===== config.mk =====
export PLATFORM = sky130hd
export DESIGN_NAME = periodic_priority_task_picker
export DESIGN_NICKNAME = d
export VERILOG_FILES = /design/src/ppt_pkg.sv /design/src/ppt_table.sv /design/src/ppt_due_unit.sv /design/src/periodic_priority_task_picker.sv
export SDC_FILE = /design/constraint.sdc
export NUM_CORES = 1
export LEC_CHECK = 0
export BUFFER_PORTS_ARGS = -buffer_cell sky130_fd_sc_hd__clkbuf_2
export CORE_MARGIN = 5
export CORE_UTILIZATION = 29
export CTS_CLUSTER_SIZE = 16
export DETAILED_ROUTE_END_ITERATION = 16
export SYNTH_ARGS = -nofsm -noshare
export SYNTH_HDL_FRONTEND = slang
export SYNTH_SLANG_ARGS = --single-unit

===== constraint.sdc =====
create_clock -name clk -period 6.3 [get_ports clk]
set_input_delay 1.26 -clock clk [delete_from_list [all_inputs] [get_ports clk]]
set_output_delay 1.26 -clock clk [all_outputs]
set_load 0.005 [all_outputs]

===== src/ppt_pkg.sv =====
// Shared types and sizing constants for the periodic priority task picker.
// No dependencies; used by every module of the block.
package ppt_pkg;

  localparam int TABLE_SLOTS = 8;
  localparam int SLOT_W      = (TABLE_SLOTS > 1) ? $clog2(TABLE_SLOTS) : 1;
  localparam int CNT_W       = $clog2(TABLE_SLOTS + 1);
  localparam int IDX_W       = 3;
  localparam int TICK_W      = 32;
  localparam int PRIO_W      = 8;

  localparam logic FUNC_ADD   = 1'b0;
  localparam logic FUNC_SCHED = 1'b1;

  // table write request: add goes to the next free slot, update rewrites a last run
  typedef struct packed {
    logic              add_en;
    logic              upd_en;
    logic [SLOT_W-1:0] upd_slot;
    logic [TICK_W-1:0] period;
    logic [PRIO_W-1:0] prio;
    logic [TICK_W-1:0] tick;
  } tbl_wr_t;

  // verdict of the shared compare unit for one slot
  typedef struct packed {
    logic due;
    logic better;
  } cmp_t;

endpackage


===== src/ppt_table.sv =====
// Task table: period, priority and last-run tick per slot, plus the fill count.
// Depends on ppt_pkg.
module ppt_table (
  input  logic                       clk,
  input  logic                       rst_n,
  input  ppt_pkg::tbl_wr_t           wr,
  input  logic [ppt_pkg::SLOT_W-1:0] rd_slot,
  output logic [ppt_pkg::TICK_W-1:0] rd_period,
  output logic [ppt_pkg::PRIO_W-1:0] rd_prio,
  output logic [ppt_pkg::TICK_W-1:0] rd_last,
  output logic [ppt_pkg::CNT_W-1:0]  count
);

  logic [ppt_pkg::TICK_W-1:0] period_r [ppt_pkg::TABLE_SLOTS];
  logic [ppt_pkg::PRIO_W-1:0] prio_r   [ppt_pkg::TABLE_SLOTS];
  logic [ppt_pkg::TICK_W-1:0] last_r   [ppt_pkg::TABLE_SLOTS];
  logic [ppt_pkg::CNT_W-1:0]  count_r;
  logic [ppt_pkg::CNT_W-1:0]  count_nxt;
  logic                       room;

  assign room = (count_r < ppt_pkg::CNT_W'(ppt_pkg::TABLE_SLOTS));

  always_comb begin
    count_nxt = count_r;
    if (wr.add_en && room) begin
      count_nxt = count_r + ppt_pkg::CNT_W'(1);
    end
  end

  always_ff @(posedge clk) begin
    if (!rst_n) begin
      count_r <= '0;
    end else begin
      count_r <= count_nxt;
    end
  end

  // storage has no reset; only slots below the count are ever read
  always_ff @(posedge clk) begin
    if (wr.add_en && room) begin
      period_r[count_r[ppt_pkg::SLOT_W-1:0]] <= wr.period;
      prio_r[count_r[ppt_pkg::SLOT_W-1:0]]   <= wr.prio;
      last_r[count_r[ppt_pkg::SLOT_W-1:0]]   <= '0;
    end else if (wr.upd_en) begin
      last_r[wr.upd_slot] <= wr.tick;
    end
  end

  assign rd_period = period_r[rd_slot];
  assign rd_prio   = prio_r[rd_slot];
  assign rd_last   = last_r[rd_slot];
  assign count     = count_r;

endmodule


===== src/ppt_due_unit.sv =====
// Shared compare unit: elapsed-time due check and priority compare for one slot.
// Depends on ppt_pkg.
module ppt_due_unit (
  input  logic [ppt_pkg::TICK_W-1:0] tick,
  input  logic [ppt_pkg::TICK_W-1:0] last,
  input  logic [ppt_pkg::TICK_W-1:0] period,
  input  logic [ppt_pkg::PRIO_W-1:0] prio,
  input  logic                       have,
  input  logic [ppt_pkg::PRIO_W-1:0] best_prio,
  output ppt_pkg::cmp_t              cmp
);

  logic [ppt_pkg::TICK_W-1:0] elapsed;

  // wraps modulo 2^32 by width
  assign elapsed    = tick - last;
  assign cmp.due    = (elapsed >= period);
  // strict less-than keeps the earliest slot on a tie
  assign cmp.better = cmp.due && (!have || (prio < best_prio));

endmodule


===== src/periodic_priority_task_picker.sv =====
// Top level of the periodic priority task picker: request handshake, scan sequencer
// and result register. Depends on ppt_pkg, ppt_table and ppt_due_unit.
//
//  channel | dir | handshake                | payload
//  in_     | in  | in_tvalid / in_tready    | tuser: func; tdata: period, priority, tick
//  out_    | out | out_tvalid / out_tready  | tuser: add_accepted, task_found; tdata: index
//
// An add request is accepted, then the result is loaded once the output register is free.
// A schedule request on a non-empty table is accepted, then the sequencer walks the table
// one slot per cycle through the single due/priority compare unit, then loads
// the result and writes the winner's last-run tick.
// Reset (rst_n low, synchronous) empties the table and drops any pending result.
// A stalled result holds in the output register; a new request is taken in the
// cycle after the result has been loaded, even while that result still waits.
module periodic_priority_task_picker (
  input  logic        clk,
  input  logic        rst_n,
  input  logic        in_tvalid,
  output logic        in_tready,
  input  logic [71:0] in_tdata,   // [31:0] period_ticks, [39:32] task_priority,
                                  // [71:40] current_tick
  input  logic        in_tuser,   // [0] func
  output logic        out_tvalid,
  input  logic        out_tready,
  output logic [7:0]  out_tdata,  // [2:0] task_index, [7:3] zero
  output logic [1:0]  out_tuser   // [0] add_accepted, [1] task_found
);

  typedef enum logic [1:0] {
    S_IDLE,
    S_SCAN,
    S_DONE
  } state_t;

  state_t                      state_r;
  logic [ppt_pkg::SLOT_W-1:0]  scan_r;
  logic                        have_r;
  logic [ppt_pkg::SLOT_W-1:0]  best_r;
  logic [ppt_pkg::PRIO_W-1:0]  best_prio_r;
  logic [ppt_pkg::TICK_W-1:0]  tick_r;
  logic                        res_acc_r;
  logic [ppt_pkg::IDX_W-1:0]   res_idx_r;
  logic                        out_valid_r;
  logic [ppt_pkg::IDX_W-1:0]   out_idx_r;
  logic                        out_acc_r;
  logic                        out_found_r;

  logic                        in_take;
  logic                        out_free;
  logic                        scan_last;
  logic [ppt_pkg::TICK_W-1:0]  req_period;
  logic [ppt_pkg::PRIO_W-1:0]  req_prio;
  logic [ppt_pkg::TICK_W-1:0]  req_tick;
  logic                        room;

  ppt_pkg::tbl_wr_t            tbl_wr;
  logic [ppt_pkg::TICK_W-1:0]  rd_period;
  logic [ppt_pkg::PRIO_W-1:0]  rd_prio;
  logic [ppt_pkg::TICK_W-1:0]  rd_last;
  logic [ppt_pkg::CNT_W-1:0]   count;
  ppt_pkg::cmp_t               cmp;

  assign req_period = in_tdata[31:0];
  assign req_prio   = in_tdata[39:32];
  assign req_tick   = in_tdata[71:40];

  assign in_tready = (state_r == S_IDLE);
  assign in_take   = in_tvalid && in_tready;
  assign out_free  = !out_valid_r || out_tready;
  assign room      = (count < ppt_pkg::CNT_W'(ppt_pkg::TABLE_SLOTS));
  assign scan_last = ((ppt_pkg::CNT_W'(scan_r) + ppt_pkg::CNT_W'(1)) == count);

  // adds are written at accept when there is room; the winner's last run is written as the result is loaded
  always_comb begin
    tbl_wr.add_en   = in_take && (in_tuser == ppt_pkg::FUNC_ADD);
    tbl_wr.upd_en   = (state_r == S_DONE) && out_free && have_r;
    tbl_wr.upd_slot = best_r;
    tbl_wr.period   = req_period;
    tbl_wr.prio     = req_prio;
    tbl_wr.tick     = tick_r;
  end

  ppt_table u_table (
    .clk      (clk),
    .rst_n    (rst_n),
    .wr       (tbl_wr),
    .rd_slot  (scan_r),
    .rd_period(rd_period),
    .rd_prio  (rd_prio),
    .rd_last  (rd_last),
    .count    (count)
  );

  ppt_due_unit u_due (
    .tick     (tick_r),
    .last     (rd_last),
    .period   (rd_period),
    .prio     (rd_prio),
    .have     (have_r),
    .best_prio(best_prio_r),
    .cmp      (cmp)
  );

  always_ff @(posedge clk) begin
    if (!rst_n) begin
      state_r     <= S_IDLE;
      out_valid_r <= 1'b0;
      have_r      <= 1'b0;
      scan_r      <= '0;
    end else begin
      // a finished request reloads the register itself in S_DONE
      if (out_valid_r && out_tready && (state_r != S_DONE)) begin
        out_valid_r <= 1'b0;
      end
      unique case (state_r)
        S_IDLE: begin
          if (in_take) begin
            tick_r <= req_tick;
            have_r <= 1'b0;
            scan_r <= '0;
            if (in_tuser == ppt_pkg::FUNC_ADD) begin
              res_acc_r   <= room;
              res_idx_r   <= room ? ppt_pkg::IDX_W'(count) : '0;
              state_r     <= S_DONE;
            end else if (count == '0) begin
              // empty table: nothing can be due
              res_acc_r   <= 1'b0;
              res_idx_r   <= '0;
              state_r     <= S_DONE;
            end else begin
              res_acc_r <= 1'b0;
              state_r   <= S_SCAN;
            end
          end
        end
        S_SCAN: begin
          if (cmp.better) begin
            have_r      <= 1'b1;
            best_r      <= scan_r;
            best_prio_r <= rd_prio;
          end
          if (scan_last) begin
            state_r <= S_DONE;
          end else begin
            scan_r <= scan_r + ppt_pkg::SLOT_W'(1);
          end
        end
        S_DONE: begin
          if (out_free) begin
            out_valid_r <= 1'b1;
            if (res_acc_r) begin
              out_acc_r   <= 1'b1;
              out_found_r <= 1'b0;
              out_idx_r   <= res_idx_r;
            end else begin
              // schedule or refused add; have_r is clear for the latter
              out_acc_r   <= 1'b0;
              out_found_r <= have_r;
              out_idx_r   <= have_r ? ppt_pkg::IDX_W'(best_r) : '0;
            end
            have_r  <= 1'b0;
            state_r <= S_IDLE;
          end
        end
        default: begin
          state_r <= S_IDLE;
        end
      endcase
    end
  end

  assign out_tvalid = out_valid_r;
  assign out_tdata  = {{(8 - ppt_pkg::IDX_W){1'b0}}, out_idx_r};
  assign out_tuser  = {out_found_r, out_acc_r};

`ifndef ASSERT_OFF
  a_load_from_done: assert property (@(posedge clk) disable iff (!rst_n)
    $rose(out_tvalid) |-> $past(state_r == S_DONE))
    else $error("result appeared without a finished request");

  a_flags_exclusive: assert property (@(posedge clk) disable iff (!rst_n)
    out_tvalid |-> !(out_tuser[0] && out_tuser[1]))
    else $error("add_accepted and task_found both set");

  a_count_bound: assert property (@(posedge clk) disable iff (!rst_n)
    count <= ppt_pkg::CNT_W'(ppt_pkg::TABLE_SLOTS))
    else $error("task count beyond table size");

  a_scan_in_range: assert property (@(posedge clk) disable iff (!rst_n)
    (state_r == S_SCAN) |-> (ppt_pkg::CNT_W'(scan_r) < count))
    else $error("scan index past filled slots");
`endif

endmodule

## After elaboration in Yosys (flattened, before gate mapping)

Memory sizes are Yosys's and may differ from the RTL's. A register that Yosys moved wholly into a read port is not among the register bits.
Index checks and enable logic that the tools add are counted.

| cells by class | value |
|---|---|
| muxes and demuxes | 36 |
| add/sub/neg operators | 4 |
| bitwise logic cells | 1 |
| order comparisons | 3 |
| reduce and logical (&&, ||, !) cells | 24 |
| eq/ne operators | 10 |

Operators by type and width:

| cell | count |
|---|---|
| $mux W3 | 14 |
| $ge A32 B32 Y1 | 1 |
| $mux W32 | 1 |
| $reduce_or A32 Y1 | 1 |
| $sub A32 B32 Y32 | 1 |
| $reduce_and A3 Y1 | 5 |
| $mux W1 | 13 |
| $mux W2 | 5 |
| $ne A2 B2 Y1 const B | 5 |
| $logic_and A1 B1 Y1 | 8 |
| $lt A8 B8 Y1 | 1 |
| $reduce_and A4 Y1 | 2 |
| $pmux W2 S3 | 1 |
| $pmux W3 S2 | 1 |
| $add A3 B1 Y4 const B | 1 |
| $add A4 B1 Y4 const B | 1 |
| $eq A4 B4 Y1 | 1 |
| $logic_not A4 Y1 | 1 |
| $lt A4 B4 Y1 const B | 1 |
| $ne A2 B1 Y1 const B | 2 |
| $add A3 B1 Y3 const B | 1 |
| $pmux W1 S3 | 1 |
| $reduce_bool A3 Y1 | 1 |
| $eq A2 B1 Y1 const B | 1 |
| 6 further kinds | 8 |

| word-level totals | value |
|---|---|
| register bits after elaboration | 63 |
| logic and storage cells | 94 |
| output and inout port bits | 12 |
| RAM bits | 576 |
| memories kept | 3 |
| input port bits | 77 |

Memories:

| memory | words | width | rd ports | clocked after memory_dff | write ports | line | RTL |
|---|---|---|---|---|---|---|---|
| u_table.last_r | 8 | 32 | 1 | 1 | 1 | ppt_table.sv:16 | `logic [ppt_pkg::TICK_W-1:0] last_r [ppt_pkg::TABLE_SLOTS];` |
| u_table.period_r | 8 | 32 | 1 | 1 | 1 | ppt_table.sv:14 | `logic [ppt_pkg::TICK_W-1:0] period_r [ppt_pkg::TABLE_SLOTS];` |
| u_table.prio_r | 8 | 8 | 1 | 1 | 1 | ppt_table.sv:15 | `logic [ppt_pkg::PRIO_W-1:0] prio_r [ppt_pkg::TABLE_SLOTS];` |

## Depth between registers and ports, before layout

| depth | value |
|---|---|
| depth in word-level cells | 9 |
| gate-level depth with buffers | 22 |
| gate-level depth less buffers | 20 |

## Cells and area by module

A second synthesis with hierarchy kept.

| unflattened totals | value |
|---|---|
| cells, all modules | 1456 |
| area, all modules | 27462.6 um^2 |

By module, submodules not included:

| module | area each (um^2) | instances | cells an instance |
|---|---|---|---|
| ppt_table | 22469.0 | 1 | 921 |
| ppt_due_unit | 2800.2 | 1 | 402 |
| periodic_priority_task_picker | 2193.4 | 1 | 133 |

## Worst setup path before layout

Ideal clock, no wire load.

| path | value |
|---|---|
| path kind | reg2reg |
| start | reg with a tool-made name |
| end | reg best_prio_r[0] (netlist name) (enable) |
| stages on the path, launching flop included | 22 |
| slack | 1.232 ns |
| clock period less this slack | 5.068 ns |
| arrival time | 4.685 ns |
| setup time | 0.383 ns |
| required time | 5.917 ns |
| path through | dfxtp_1 buf_6 clkbuf_1 buf_2 mux4_2 mux2i_1 ha_1 clkbuf_2 a21oi_1 o22ai_1 a211oi_1 nand3_2 nor3_2 o31ai_1 xor2_1 ha_1 nand4_1 nor3_1 a21oi_1 a31oi_1 a31oi_1 a21oi_1 |

RTL lines:

| item | line | RTL |
|---|---|---|
| end signal: assignment | periodic_priority_task_picker.sv:140 | `best_prio_r <= rd_prio;` |
| end: declaration | periodic_priority_task_picker.sv:39 | `logic [ppt_pkg::PRIO_W-1:0] best_prio_r;` |

==> results.md <==
* Drt total wl at 62000 um
* Combinational Power Share at 4.9%
* Most frequent cells after synthesis: edfxtp_1 (628), mux4_2 (144), ha_1 (74), mux2i_1 (65), a21oi_1 (46)
* Fin area at 30900 um2
* Crit start category: flip-flop
* DP Worst Slack at 301 ps
* CP required at 6540 ps
* Status: finished, final reports clean
* TritonCTS clock tree: built
* PD cells at 297 nW/um2
* Setup repair bufs after CTS at 0
* Worst IR Drop VDD at 0.167 mV
* Initial antenna violation count at 12
* Synth area leaders: edfxtp_1 (71%), mux4_2 (12%), ha_1 (3.5%), mux2i_1 (2.4%), dfxtp_1 (1.1%)
* Hold depth at 0
* Via count at 13500
* Port bufs at 83
* Wire length of the first global-routing pass at 92000 um
* Syn. warnings at 0
* Routed len/inst at 22.5 um
* All-layer global routing usage at 12.5%
* Worst Path Buf+Inv at 1
* Fmax at 177 MHz
* R2R depth at 18
* Post-DP Area at 28700 um2
* CTS Root Cell: clkbuf_16
* Initial DRC Count at 1261
* Pint at 7.22 mW
* Die Span Y at 313 um
* Most frequent cell after synthesis: edfxtp_1
* Clock Latency Late Sink at 620 ps
* Clk slew on worst S/H paths at 60 ps
* CP Max Fanout at 26
* Layout cells sized above 1 at 25.4%
* Setup violators final at 0
* RR Endpoint: best_prio_r[1]
* Total Power at 9.20 mW
* Slowest CP cell: dfxtp_4
* DRC at 0
* Final Slew Violations at 0
* Cell Area, Synth at 26700 um2
* Clock Path Buffers at 3
* Grt met2 use at 20.2%
* HPWL Detailed at 38800 um
* Top delay family on crit path: compound AO/OA/AOI/OAI gates
* DIE WIDTH at 313 um
* Vias in the first global route at 14100
* Critical path's largest stage delay at 640 ps
* H-tree levels at 3
* Worst min-delay path class: reg2reg
* Worst slew margin at 29.9%
* Clk sink count at 642
* Synth area leader: edfxtp_1
* FP Rows at 111
* CTS Buf Count at 69
* Final nets at 1667
* GR Util met3 at 2.78%
* CORE AREA at 91500 um2
* Flop2flop setup slack at 660 ps
* Post-route setup TNS at 0 ps
* Switching Share at 21.5%
* Clock Power Share at 43.6%
* Global Route met1 Usage at 17.0%
* Post-Syn Instances at 1389
* GPL Wtd Cong at 0.890
* Area Overhead vs Synth at 15.9%
* Sw Pwr at 1.98 mW
* Post-synth EDFFs at 628
* IO Count at 89
* Maximum capacitance violations at 0
* RSZ-0062 raised after global routing: no
* Arr. time, crit path at 5880 ps
* Worst-Margin Slew at 1050 ps
* Crit Path Class: reg2reg
* Leakage power figure at 9.43 nW
* Flops & latches, synth at 642
* Post-synth top flop: edfxtp_1
* Hold path start: scan_r[1]
* Synth top area share at 70.7%
* Largest net degree at the start of global routing at 69
* Grt total ovfl at 0
* Syn Area/Cell at 19.2 um2
* Final period util at 89.6%
* Min Tclk post-route at 5640 ps
* ANT nets after route at 0
* Distinct cells, synth at 55
* Setup ws final at 658 ps
* DR vias/cell at 4.91
* Most used routing layer: met2
* Fin. Hold Viols at 0
* DIE AREA at 98200 um2
* FFs w/ async S/R, synth at 0%
* Filler instances at 8517
* CP cell instances: buf_4, mux4_2, mux2i_1, ha_1, a21oi_1, o22ai_1, a211oi_1, nand3_2, nor3_2, o31ai_1, xor2_1, ha_1, nand4_1, nor3_1, a21oi_1, a31oi_1, a31oi_1, a21oi_2
* Seq pwr share at 51.5%
* Hold Path End: best_r[1]
* Sequential area share after synthesis at 71.7%
* Worst Clk Skew at 24.9 ps
* Number of iterations in the first detailed-routing pass at 5
* Initial Util at 29.2%
* Endpoint type of the worst setup path: flip-flop
power groups by stage:
stage          registers [mW]  logic, mW  clock network, mW
2_1_floorplan            4.82      0.282                  0
6_report                 4.74      0.452               4.01
3_3_place_gp             4.83      0.438                  0
3_5_place_dp             4.83      0.449                  0
4_1_cts                  4.74      0.452               4.10
5_1_grt                  4.74      0.498               4.28
sequential cells by signal, summed over array words and instances (netlist names), named ones only:
name              flops
u_table.last_r      256
state_r               2
u_table.period_r    256
u_table.prio_r       64
best_r                3
best_prio_r           8
u_table.count         4
out_tvalid            1
have_r                1
out_acc_r             1
out_found_r           1
out_idx_r             3
tick_r               32
res_idx_r             3
scan_r                3
res_acc_r             1
stage by stage:
stage               instances  hold slack, ps  utilization, %
floorplan                1393             456               -
global placement         2630             483            31.3
detailed placement       2630             498            31.3
CTS                      2753             487            33.8
global route             2754             508            33.8
finish                   2757             486            33.8
cells by family after synthesis:
logic type	count (synthesis)	share of synthesized area [%]
flip-flops	642	71.7
multiplexers	220	15.1
AND/OR/NAND/NOR	186	3.60
AO/OA/AOI/OAI	147	3.54
buffers and inverters	83	1.40
adder cells (fa/ha/maj)	75	3.54
XOR/XNOR	35	1.15
other	1	0.0141
cells in the final DEF (no fill, tap or decap), drive strengths merged, types with 5 or more instances in the layout:
master,instances
edfxtp,628
clkbuf,165
mux4,144
ha,74
mux2i,65
a21oi,46
nor2,41
nand2,39
and3,37
buf,32
clkinv,32
o21ai,29
inv,21
xnor2,18
xor2,17
nand4,14
a21o,14
dfxtp,14
mux2,11
nand3,11
nor3,11
o211ai,10
and2,10
nor2b,8
nand2b,7
o21a,7
a211oi,7
a21boi,6
bufinv,6
a31oi,5
conb,5
worst max path at each step:
stage                           to  slack, ps  cells past startpoint
CTS                 best_prio_r[1]        270                     18
global route        best_prio_r[3]        310                     18
floorplan           best_prio_r[0]       1230                     21
finish              best_prio_r[1]        660                     18
detailed placement  best_prio_r[1]        300                     18
global placement    best_prio_r[2]        580                     18
area by class of cell:
type | instances | area (um2) | share of cell area (%)
clock buffer | 82 | 1820 | 5.87
tap | 1186 | 1480 | 4.80
timing repair buffer | 115 | 681 | 2.20
sequential | 642 | 19100 | 61.9
clock inverter | 41 | 435 | 1.41
inverter | 19 | 71.3 | 0.230
multi-input combinational | 668 | 7300 | 23.6
antenna | 4 | 10.0 | 0.0323
metal layers:
| layer | share of wire [%] | wire length (um) |
|---|---|---|
| met1 | 44 | 27200 |
| met2 | 48 | 29700 |
| met3 | 5.7 | 3560 |
| met4 | 2.4 | 1510 |
| met5 | 0.11 | 66 |
timing repair:
item,in CTS,in global routing
hold buffers,0,0
setup endpoints to repair,0,11
endpoints found under the hold margin,0,0
gates resized for setup,0,1
Power figures use the tool's default switching activity.
